## src/hdl/gdoc_pkg.sv

```systemverilog
`timescale 1ns / 1ps
// Shared constants, types and calendar functions for the date/ordinal converter.
package gdoc_pkg;

    localparam int MAX_YEAR = 9999;

    localparam int YEAR_W  = 14;
    localparam int MONTH_W = 4;
    localparam int DAY_W   = 5;
    localparam int ORD_W   = 22;
    // running day count; holds one past the last day of the largest allowed year
    localparam int ACC_W   = 23;
    localparam int YLEN_W  = 9;

    localparam logic REQ_DATE_TO_ORD = 1'b0;
    localparam logic REQ_ORD_TO_DATE = 1'b1;

    localparam logic [MONTH_W-1:0] MONTH_FIRST = 4'd1;
    localparam logic [MONTH_W-1:0] MONTH_LAST  = 4'd12;

    localparam logic [YLEN_W-1:0] YEAR_DAYS      = 9'd365;
    localparam logic [YLEN_W-1:0] LEAP_YEAR_DAYS = 9'd366;

    localparam logic [1:0] C4_INIT   = 2'd1;
    localparam logic [6:0] C100_INIT = 7'd1;
    localparam logic [8:0] C400_INIT = 9'd1;
    localparam logic [6:0] C100_TOP  = 7'd99;
    localparam logic [8:0] C400_TOP  = 9'd399;

    // days in all years before year y; elaboration-time only
    function automatic int days_before_year(input int y);
        int p;
        p = y - 1;
        return 365 * p + p / 4 - p / 100 + p / 400;
    endfunction

    localparam int ORD_LIMIT = days_before_year(MAX_YEAR + 1);

    function automatic logic [DAY_W-1:0] month_days(input logic [MONTH_W-1:0] m,
                                                    input logic leap);
        logic [DAY_W-1:0] len;
        unique case (m)
            4'd1, 4'd3, 4'd5, 4'd7, 4'd8, 4'd10, 4'd12: len = 5'd31;
            4'd4, 4'd6, 4'd9, 4'd11:                     len = 5'd30;
            4'd2:                                        len = leap ? 5'd29 : 5'd28;
            default:                                     len = 5'd0;
        endcase
        return len;
    endfunction

    typedef struct packed {
        logic load;
        logic year_step;
        logic month_step;
        logic out_load;
    } gdoc_cmd_t;

    typedef struct packed {
        logic bad;
        logic year_go;
        logic month_go;
    } gdoc_sts_t;

endpackage

```

## src/hdl/gregorian_date_ordinal_converter.sv

```systemverilog
`timescale 1ns / 1ps
// Top level of the proleptic Gregorian date / day ordinal converter.
//
// Converts a date to a day ordinal (req_type 0) or an ordinal to a date (req_type 1),
// with 0001-01-01 as day 1 and the 4/100/400 leap rule. One item in gives one result
// item out. Out-of-range requests (year outside 1..MAX_YEAR, month outside 1..12,
// day 0, ordinal 0 or past the last day of MAX_YEAR) return all-zero fields with
// bad_input set. A day past the end of its month is not flagged; it simply carries
// into the following month. The datapath walks one year per cycle from year 1, then
// one month per cycle, up to the target year and month (date to ordinal) or while
// the remainder exceeds the year or month length (ordinal to date); a rejected item
// skips both walks. in_stall is high while an item is in work. The result sits in an
// output register, so the next item is taken while the previous result still waits
// on out_stall; a finished item waits in the datapath until that register is free.
module gregorian_date_ordinal_converter
(
    input  logic                            clk,
    input  logic                            rst_n,
    // request channel
    input  logic                            in_valid,
    output logic                            in_stall,
    input  logic                            req_type,
    input  logic [gdoc_pkg::YEAR_W-1:0]     in_year,
    input  logic [gdoc_pkg::MONTH_W-1:0]    in_month,
    input  logic [gdoc_pkg::DAY_W-1:0]      in_day,
    input  logic [gdoc_pkg::ORD_W-1:0]      in_ordinal,
    // result channel
    output logic                            out_valid,
    input  logic                            out_stall,
    output logic [gdoc_pkg::ORD_W-1:0]      out_ordinal,
    output logic [gdoc_pkg::YEAR_W-1:0]     out_year,
    output logic [gdoc_pkg::MONTH_W-1:0]    out_month,
    output logic [gdoc_pkg::DAY_W-1:0]      out_day,
    output logic                            bad_input
);

    gdoc_pkg::gdoc_cmd_t cmd;
    gdoc_pkg::gdoc_sts_t sts;

    // sequencer: owns the handshakes and walks the datapath through years then months
    gdoc_ctrl u_ctrl
    (
        .clk       (clk),
        .rst_n     (rst_n),
        .in_valid  (in_valid),
        .in_stall  (in_stall),
        .out_valid (out_valid),
        .out_stall (out_stall),
        .cmd       (cmd),
        .sts       (sts)
    );

    // datapath: leap counters, day accumulator and the result register
    gdoc_dpath u_dpath
    (
        .clk         (clk),
        .rst_n       (rst_n),
        .cmd         (cmd),
        .sts         (sts),
        .req_type    (req_type),
        .in_year     (in_year),
        .in_month    (in_month),
        .in_day      (in_day),
        .in_ordinal  (in_ordinal),
        .out_ordinal (out_ordinal),
        .out_year    (out_year),
        .out_month   (out_month),
        .out_day     (out_day),
        .bad_input   (bad_input)
    );

endmodule

```

## src/hdl/gdoc_ctrl.sv

```systemverilog
`timescale 1ns / 1ps
// Sequencer for the converter: input handshake, year walk, month walk, result hand-off.
module gdoc_ctrl
(
    input  logic                clk,
    input  logic                rst_n,
    input  logic                in_valid,
    output logic                in_stall,
    output logic                out_valid,
    input  logic                out_stall,
    output gdoc_pkg::gdoc_cmd_t cmd,
    input  gdoc_pkg::gdoc_sts_t sts
);

    typedef enum logic [1:0] {
        ST_IDLE,
        ST_YEARS,
        ST_MONTHS,
        ST_FINISH
    } state_t;

    state_t state_reg, state_next;
    logic   out_valid_reg, out_valid_next;

    assign in_stall  = (state_reg != ST_IDLE);
    assign out_valid = out_valid_reg;

    always_comb
    begin
        cmd            = '0;
        state_next     = state_reg;
        out_valid_next = out_valid_reg;
        if (out_valid_reg && !out_stall)
        begin
            out_valid_next = 1'b0;
        end
        unique case (state_reg)
            ST_IDLE:
            begin
                if (in_valid)
                begin
                    cmd.load   = 1'b1;
                    state_next = ST_YEARS;
                end
            end
            ST_YEARS:
            begin
                priority if (sts.bad)
                begin
                    state_next = ST_FINISH;
                end
                else if (sts.year_go)
                begin
                    cmd.year_step = 1'b1;
                end
                else
                begin
                    state_next = ST_MONTHS;
                end
            end
            ST_MONTHS:
            begin
                if (sts.month_go)
                begin
                    cmd.month_step = 1'b1;
                end
                else
                begin
                    state_next = ST_FINISH;
                end
            end
            ST_FINISH:
            begin
                if (!out_valid_reg || !out_stall)
                begin
                    cmd.out_load   = 1'b1;
                    out_valid_next = 1'b1;
                    state_next     = ST_IDLE;
                end
            end
            default:
            begin
                state_next = ST_IDLE;
            end
        endcase
    end

    always_ff @(posedge clk or negedge rst_n)
    begin
        if (!rst_n)
        begin
            state_reg     <= ST_IDLE;
            out_valid_reg <= 1'b0;
        end
        else
        begin
            state_reg     <= state_next;
            out_valid_reg <= out_valid_next;
        end
    end

    // never overwrite a result that is still waiting
    a_no_overwrite: assert property (@(posedge clk) disable iff (!rst_n)
        cmd.out_load |-> !(out_valid_reg && out_stall))
        else $error("result register overwritten while stalled");

    // an accepted item starts the year walk
    a_accept_starts: assert property (@(posedge clk) disable iff (!rst_n)
        (in_valid && !in_stall) |=> (state_reg == ST_YEARS))
        else $error("accepted item did not start conversion");

    // a loaded result shows valid on the next cycle
    a_load_valid: assert property (@(posedge clk) disable iff (!rst_n)
        cmd.out_load |=> out_valid_reg)
        else $error("result loaded but not presented");

endmodule

```

## src/hdl/gdoc_dpath.sv

```systemverilog
`timescale 1ns / 1ps
// Datapath: captured request, year and month counters, day accumulator, result registers.
module gdoc_dpath
(
    input  logic                               clk,
    input  logic                               rst_n,
    input  gdoc_pkg::gdoc_cmd_t                cmd,
    output gdoc_pkg::gdoc_sts_t                sts,
    input  logic                               req_type,
    input  logic [gdoc_pkg::YEAR_W-1:0]        in_year,
    input  logic [gdoc_pkg::MONTH_W-1:0]       in_month,
    input  logic [gdoc_pkg::DAY_W-1:0]         in_day,
    input  logic [gdoc_pkg::ORD_W-1:0]         in_ordinal,
    output logic [gdoc_pkg::ORD_W-1:0]         out_ordinal,
    output logic [gdoc_pkg::YEAR_W-1:0]        out_year,
    output logic [gdoc_pkg::MONTH_W-1:0]       out_month,
    output logic [gdoc_pkg::DAY_W-1:0]         out_day,
    output logic                               bad_input
);

    logic                          req_reg;
    logic [gdoc_pkg::YEAR_W-1:0]   tgt_year_reg;
    logic [gdoc_pkg::MONTH_W-1:0]  tgt_month_reg;
    logic [gdoc_pkg::DAY_W-1:0]    tgt_day_reg;
    logic [gdoc_pkg::ORD_W-1:0]    tgt_ord_reg;

    logic [gdoc_pkg::YEAR_W-1:0]   y_reg, y_next;
    logic [gdoc_pkg::MONTH_W-1:0]  m_reg, m_next;
    logic [gdoc_pkg::ACC_W-1:0]    acc_reg, acc_next;
    logic [1:0]                    c4_reg, c4_next;
    logic [6:0]                    c100_reg, c100_next;
    logic [8:0]                    c400_reg, c400_next;

    logic [gdoc_pkg::ORD_W-1:0]    ord_out_reg;
    logic [gdoc_pkg::YEAR_W-1:0]   year_out_reg;
    logic [gdoc_pkg::MONTH_W-1:0]  month_out_reg;
    logic [gdoc_pkg::DAY_W-1:0]    day_out_reg;
    logic                          bad_out_reg;

    logic                          leap;
    logic [gdoc_pkg::YLEN_W-1:0]   ylen;
    logic [gdoc_pkg::DAY_W-1:0]    mlen;
    logic [gdoc_pkg::ACC_W-1:0]    step_len;
    logic                          bad_date;
    logic                          bad_ord;

    assign leap = ((c4_reg == 2'd0) && (c100_reg != 7'd0)) || (c400_reg == 9'd0);
    assign ylen = leap ? gdoc_pkg::LEAP_YEAR_DAYS : gdoc_pkg::YEAR_DAYS;
    assign mlen = gdoc_pkg::month_days(m_reg, leap);

    assign bad_date = (tgt_year_reg == '0)
                   || (tgt_year_reg > gdoc_pkg::YEAR_W'(gdoc_pkg::MAX_YEAR))
                   || (tgt_month_reg == '0)
                   || (tgt_month_reg > gdoc_pkg::MONTH_LAST)
                   || (tgt_day_reg == '0);
    assign bad_ord  = (tgt_ord_reg == '0)
                   || ({1'b0, tgt_ord_reg} > gdoc_pkg::ACC_W'(gdoc_pkg::ORD_LIMIT));

    always_comb
    begin
        sts.bad = (req_reg == gdoc_pkg::REQ_ORD_TO_DATE) ? bad_ord : bad_date;
        if (req_reg == gdoc_pkg::REQ_ORD_TO_DATE)
        begin
            sts.year_go  = acc_reg > gdoc_pkg::ACC_W'(ylen);
            sts.month_go = (m_reg < gdoc_pkg::MONTH_LAST)
                        && (acc_reg > gdoc_pkg::ACC_W'(mlen));
        end
        else
        begin
            sts.year_go  = y_reg < tgt_year_reg;
            sts.month_go = m_reg < tgt_month_reg;
        end
    end

    always_comb
    begin
        y_next    = y_reg;
        m_next    = m_reg;
        acc_next  = acc_reg;
        c4_next   = c4_reg;
        c100_next = c100_reg;
        c400_next = c400_reg;
        step_len  = cmd.year_step ? gdoc_pkg::ACC_W'(ylen) : gdoc_pkg::ACC_W'(mlen);
        if (cmd.load)
        begin
            y_next    = gdoc_pkg::YEAR_W'(1);
            m_next    = gdoc_pkg::MONTH_FIRST;
            acc_next  = (req_type == gdoc_pkg::REQ_ORD_TO_DATE)
                      ? gdoc_pkg::ACC_W'(in_ordinal) : gdoc_pkg::ACC_W'(in_day);
            c4_next   = gdoc_pkg::C4_INIT;
            c100_next = gdoc_pkg::C100_INIT;
            c400_next = gdoc_pkg::C400_INIT;
        end
        else if (cmd.year_step || cmd.month_step)
        begin
            acc_next = (req_reg == gdoc_pkg::REQ_ORD_TO_DATE) ? acc_reg - step_len
                                                              : acc_reg + step_len;
            if (cmd.year_step)
            begin
                y_next    = y_reg + 1'b1;
                c4_next   = c4_reg + 1'b1;
                c100_next = (c100_reg == gdoc_pkg::C100_TOP) ? 7'd0 : c100_reg + 1'b1;
                c400_next = (c400_reg == gdoc_pkg::C400_TOP) ? 9'd0 : c400_reg + 1'b1;
            end
            else
            begin
                m_next = m_reg + 1'b1;
            end
        end
    end

    always_ff @(posedge clk)
    begin
        if (cmd.load)
        begin
            req_reg       <= req_type;
            tgt_year_reg  <= in_year;
            tgt_month_reg <= in_month;
            tgt_day_reg   <= in_day;
            tgt_ord_reg   <= in_ordinal;
        end
        y_reg    <= y_next;
        m_reg    <= m_next;
        acc_reg  <= acc_next;
        c4_reg   <= c4_next;
        c100_reg <= c100_next;
        c400_reg <= c400_next;
        if (cmd.out_load)
        begin
            ord_out_reg   <= '0;
            year_out_reg  <= '0;
            month_out_reg <= '0;
            day_out_reg   <= '0;
            bad_out_reg   <= sts.bad;
            if (!sts.bad)
            begin
                if (req_reg == gdoc_pkg::REQ_ORD_TO_DATE)
                begin
                    year_out_reg  <= y_reg;
                    month_out_reg <= m_reg;
                    day_out_reg   <= acc_reg[gdoc_pkg::DAY_W-1:0];
                end
                else
                begin
                    ord_out_reg <= acc_reg[gdoc_pkg::ORD_W-1:0];
                end
            end
        end
    end

    assign out_ordinal = ord_out_reg;
    assign out_year    = year_out_reg;
    assign out_month   = month_out_reg;
    assign out_day     = day_out_reg;
    assign bad_input   = bad_out_reg;

    // month walk never runs past December
    a_month_range: assert property (@(posedge clk) disable iff (!rst_n)
        cmd.month_step |-> (m_reg < gdoc_pkg::MONTH_LAST))
        else $error("month counter stepped past December");

    // the remainder left for a decoded date is a real day of the month
    a_day_range: assert property (@(posedge clk) disable iff (!rst_n)
        (cmd.out_load && !sts.bad && (req_reg == gdoc_pkg::REQ_ORD_TO_DATE))
        |-> ((acc_reg != '0) && (acc_reg <= gdoc_pkg::ACC_W'(31))))
        else $error("day remainder out of range");

endmodule
```

## config.mk

```make
export PLATFORM = sky130hd
export DESIGN_NAME = gregorian_date_ordinal_converter
export DESIGN_NICKNAME = d
export VERILOG_FILES = /design/src/hdl/gdoc_pkg.sv /design/src/hdl/gregorian_date_ordinal_converter.sv /design/src/hdl/gdoc_ctrl.sv /design/src/hdl/gdoc_dpath.sv
export SDC_FILE = /design/constraint.sdc
export NUM_CORES = 1
export LEC_CHECK = 0
export BUFFER_PORTS_ARGS = -buffer_cell sky130_fd_sc_hd__buf_2
export CAP_MARGIN = 20
export CORE_AREA = 8 8 146 148
export CTS_CLUSTER_DIAMETER = 80
export DETAILED_ROUTE_END_ITERATION = 12
export DIE_AREA = 0 0 154 156
export GPL_ROUTABILITY_DRIVEN = 0
export PLACE_DENSITY = 0.66
export SYNTH_ARGS = -nofsm -noshare
export SYNTH_HDL_FRONTEND = slang
export SYNTH_SLANG_ARGS = --single-unit
```

## constraint.sdc

```tcl
create_clock -name clk -period 6.8 [get_ports clk]
set_clock_uncertainty 0.2 [all_clocks]
set_input_delay 1.02 -clock clk [delete_from_list [all_inputs] [get_ports clk]]
set_output_delay 1.02 -clock clk [all_outputs]
set_load 0.02 [all_outputs]
```

==> impl_metrics.sql <==
INSERT INTO impl_metrics (metric_group, metric, value, unit) VALUES
('status', 'status', 'finished clean', ''),
('global_route', 'grt_pass1_wl', '31.3', 'mm'),
('critical_path', 'worst_setup_path_end_kind', 'flip-flop', ''),
('power_and_ir_drop', 'seq_power_share', '31.4', '%'),
('critical_path', 'worst_path_max_delay_cell', 'or4_4', ''),
('final_layout', 'sequential_cell_area', '0.00425', 'mm^2'),
('cts', 'postCtsSetupRepairBufs', '0', ''),
('cts', 'tritoncts.num_buffers', '17', ''),
('hold_path', 'hold_wc_path_type', 'input pin to async pin', ''),
('die', 'die_span_x', '154', 'um'),
('die', 'area_of_the_die', '0.0240', 'mm^2'),
('drt', 'top_layer', 'met4', ''),
('drt', 'routed_wire_length_per_instance', '16.9', 'um'),
('synth', 'ys.warnings.count', '0', ''),
('timing', 'achievable_freq', '162', 'MHz'),
('timing', 'timing.max_slew.rel_slack', '29.7', '%'),
('timing', 'finalHoldViolations', '0', ''),
('die', 'row_count', '51', ''),
('drt', 'wl_met3', '1.11', 'mm'),
('synth', 'postSynth.topFlopCell', 'edfxtp_1', ''),
('critical_path', 'path_delay_family', 'simple AND/OR/NAND/NOR gates', ''),
('final_layout', 'syn_to_final_growth', '15.6', '%'),
('place', 'place.port_buffers', '97', ''),
('drt', 'post_drt_via_cell_ratio', '5.51', ''),
('global_route', 'number_of_global_route_vias_before_repair', '6012', ''),
('synth', 'synth_nets', '898', ''),
('final_layout', 'multi_input_comb_area', '0.00386', 'mm^2'),
('drt', 'drc_errors', '0', ''),
('timing', 'period_share', '91.0', '%'),
('synth', 'post_synth_num_cell_types', '67', ''),
('critical_path', 'crit_path_cell_trace', 'or4_4 -> nor3_1 -> nand4_1 -> mux2_4 -> a31o_4 -> and2_4 -> inv_2 -> a21oi_1 -> ha_1 -> ha_1 -> or2_2 -> xnor2_1 -> ha_1 -> nor2b_1 -> a311o_1 -> a21oi_1 -> o21ai_0 -> a221oi_1 -> xor2_1 -> o21ai_0', ''),
('power_and_ir_drop', 'power.internal', '3.16', 'mW'),
('global_route', 'grt_max_degree', '54', ''),
('synth', 'post_synth.cell_area_avg', '10.7', 'um^2'),
('die', 'core_region_area', '0.0191', 'mm^2'),
('synth', 'post_synth_instance_area', '0.00836', 'mm^2'),
('cts', 'worst_setup_hold_path_clk_slew', '0.07', 'ns'),
('cts', 'cts_tree', 'done', ''),
('die', 'effective_utilization_at_floorplan', '43.8', '%'),
('drt', 'postRouteAntennaNets', '0', ''),
('power_and_ir_drop', 'p_sw_share', '42.3', '%'),
('critical_path', 'critPathMaxFanout', '25', ''),
('final_layout', 'largest_register_ffs', '23', ''),
('critical_path', 'cp.buffers_inverters', '1', ''),
('timing', 'worst_slew_pin_slew', '1.05', 'ns'),
('power_and_ir_drop', 'total_leakage_power', '3.86', 'nW'),
('cts', 'clk_path_buf_depth', '2', ''),
('power_and_ir_drop', 'p_switching', '2.32', 'mW'),
('drt', 'drt-met1-wl', '9.66', 'mm'),
('final_layout', 'design.final.nets', '997', ''),
('synth', 'ys_ff_latch', '154', ''),
('drt', 'num_vias', '6252', ''),
('timing', 'period_needed', '6.19', 'ns'),
('place', 'placed_wire_length_estimate_after_detailed_placement', '14.2', 'mm'),
('drt', 'first_pass_iters', '5', ''),
('final_layout', 'antenna_cells_inserted', '0', ''),
('synth', 'synthArstFlopShare', '1.95', '%'),
('job', 'cap_violations', '0', ''),
('drt', 'met2WireLength', '8.20', 'mm'),
('cts', 'numClockSinks', '154', ''),
('global_route', 'antenna_found_initial', '0', ''),
('drt', 'finalWirelength', '19.2', 'mm'),
('synth', 'post_synth_inst_count', '784', ''),
('global_route', 'aggregate_global_route_resource_usage', '16.3', '%'),
('power_and_ir_drop', 'power_frac_comb', '51.9', '%'),
('die', 'pin_count', '98', ''),
('cts', 'post_cts.resized_instances', '0', ''),
('cts', 'cts-root-buf', 'clkbuf_16', ''),
('timing', 'slew_viol_final', '0', ''),
('drt', 'drt-initial-drc-count', '479', ''),
('cts', 'cts_hold_buf', '0', '');
-- Yosys cell counts (12+ instances only) --
library cell / number / share of area (%)
a21o_1: 19 / 1.7
a21oi_1: 53 / 3.2
and2_1: 46 / 3.4
clkbuf_1: 19 / 0.85
dfxtp_1: 36 / 8.6
edfxtp_1: 115 / 41
ha_1: 63 / 9.4
inv_1: 37 / 1.7
nand2_1: 51 / 2.3
nand3_1: 41 / 2.5
nand4_1: 17 / 1.3
nor2_1: 44 / 2.0
o21ai_0: 46 / 2.8
or4_1: 12 / 1.1
xnor2_1: 14 / 1.5
xor2_1: 16 / 1.7
-- worst register-to-register path, cell delays in order, from the launching register on --
cell and delay (ns):
edfxtp_1 0.43, or4_4 0.57, nor3_1 0.37, nand4_1 0.15
mux2_4 0.30, a31o_4 0.31, and2_4 0.27, inv_2 0.33
a21oi_1 0.12, ha_1 0.20, ha_1 0.21, or2_2 0.36
xnor2_1 0.22, ha_1 0.29, nor2b_1 0.14, a311o_1 0.37
a21oi_1 0.25, o21ai_0 0.21, a221oi_1 0.37, xor2_1 0.17
o21ai_0 0.08
-- area by class of cell --
cell class	count	area share, %
clock buffer	18	4.44
clock inverter	14	1.44
inverter	38	1.49
multi-input combinational	566	39.9
sequential	154	43.9
tap	238	3.08
timing repair buffer	106	5.72
-- metrics by stage --
stage	hold WS, ns	power, mW	instance area, um^2	cells	setup slack (ns)
2_1_floorplan	0.236	3.82	8360	784	1.26
3_3_place_gp	0.245	4.50	9100	1102	0.800
3_5_place_dp	0.249	4.53	9100	1102	0.657
4_1_cts	0.164	5.47	9670	1134	0.637
5_1_grt	0.157	5.91	9670	1134	0.109
6_report	0.181	5.47	9670	1134	0.614
-- power by group through the flow --
stage	registers [mW]	clock network, mW	logic, mW
finish	1.72	0.915	2.84
global route	1.75	0.977	3.18
CTS	1.71	0.935	2.82
detailed placement	1.73	0	2.80
global placement	1.72	0	2.78
floorplan	1.79	0	2.02
-- cell usage in the layout (no fill, tap or decap), drive strengths merged, types with 8 or more instances in the layout --
| cell type | synthesis | routed |
|---|---|---|
| o31ai | 10 | 10 |
| nor4 | 12 | 12 |
| nand3 | 41 | 41 |
| ha | 63 | 63 |
| clkbuf | 19 | 18 |
| xor2 | 16 | 16 |
| dfxtp | 36 | 36 |
| or4 | 14 | 14 |
| o21ai | 48 | 48 |
| nor3 | 12 | 12 |
| nor2 | 44 | 44 |
| buf | 7 | 106 |
| nand4 | 17 | 17 |
| or3 | 10 | 10 |
| nor2b | 8 | 8 |
| and2 | 47 | 47 |
| edfxtp | 115 | 115 |
| a21o | 19 | 19 |
| a21oi | 53 | 53 |
| xnor2 | 14 | 14 |
| nand2 | 51 | 51 |
| a31oi | 11 | 11 |
| inv | 38 | 43 |
-- routing by layer --
| layer | track usage (%) | up-vias |
|---|---|---|
| met1 | 22.8 | 2958 |
| met2 | 24.4 | 157 |
| met5 | 0 | - |
| li1 | - | 3124 |
| met4 | 4.15 | 0 |
| met3 | 4.46 | 13 |
-- cells by family (layout without fill, tap and decap cells) --
| group | count (synthesis) | in the layout | share of synthesized area [%] |
|---|---|---|---|
| buffers and inverters | 64 | 176 | 3.26 |
| and+or+nand+nor | 280 | 280 | 18.2 |
| DFF | 154 | 154 | 50.8 |
| adders and majority gates | 64 | 64 | 9.67 |
| xor gates and xnor gates | 30 | 30 | 3.14 |
| AOI/OAI and AO/OA | 184 | 184 | 13.9 |
| muxes | 8 | 8 | 1.03 |
-- final timing paths --
path / from / depth (start not counted) / slack (ns) / end
max: u_dpath.acc_reg[13]$_DFFE_PP_ / 20 / 0.61 / u_dpath.acc_reg[17]$_DFFE_PP_
min: rst_n / 1 / 0.18 / u_ctrl.out_valid$_DFF_PN0_
max reg2reg: u_dpath.acc_reg[13]$_DFFE_PP_ / 20 / 0.61 / u_dpath.acc_reg[17]$_DFFE_PP_
min reg2reg: u_dpath.c4_reg[1]$_SDFFE_PP0P_ / 2 / 0.26 / u_dpath.c4_reg[1]$_SDFFE_PP0P_
max in group asynchronous: rst_n / 1 / 6.11 / u_ctrl.state_reg[0]$_DFFE_PN0P_
min in group clk: u_dpath.c4_reg[1]$_SDFFE_PP0P_ / 2 / 0.26 / u_dpath.c4_reg[1]$_SDFFE_PP0P_
Note: power is estimated with default switching activity, not from simulation.
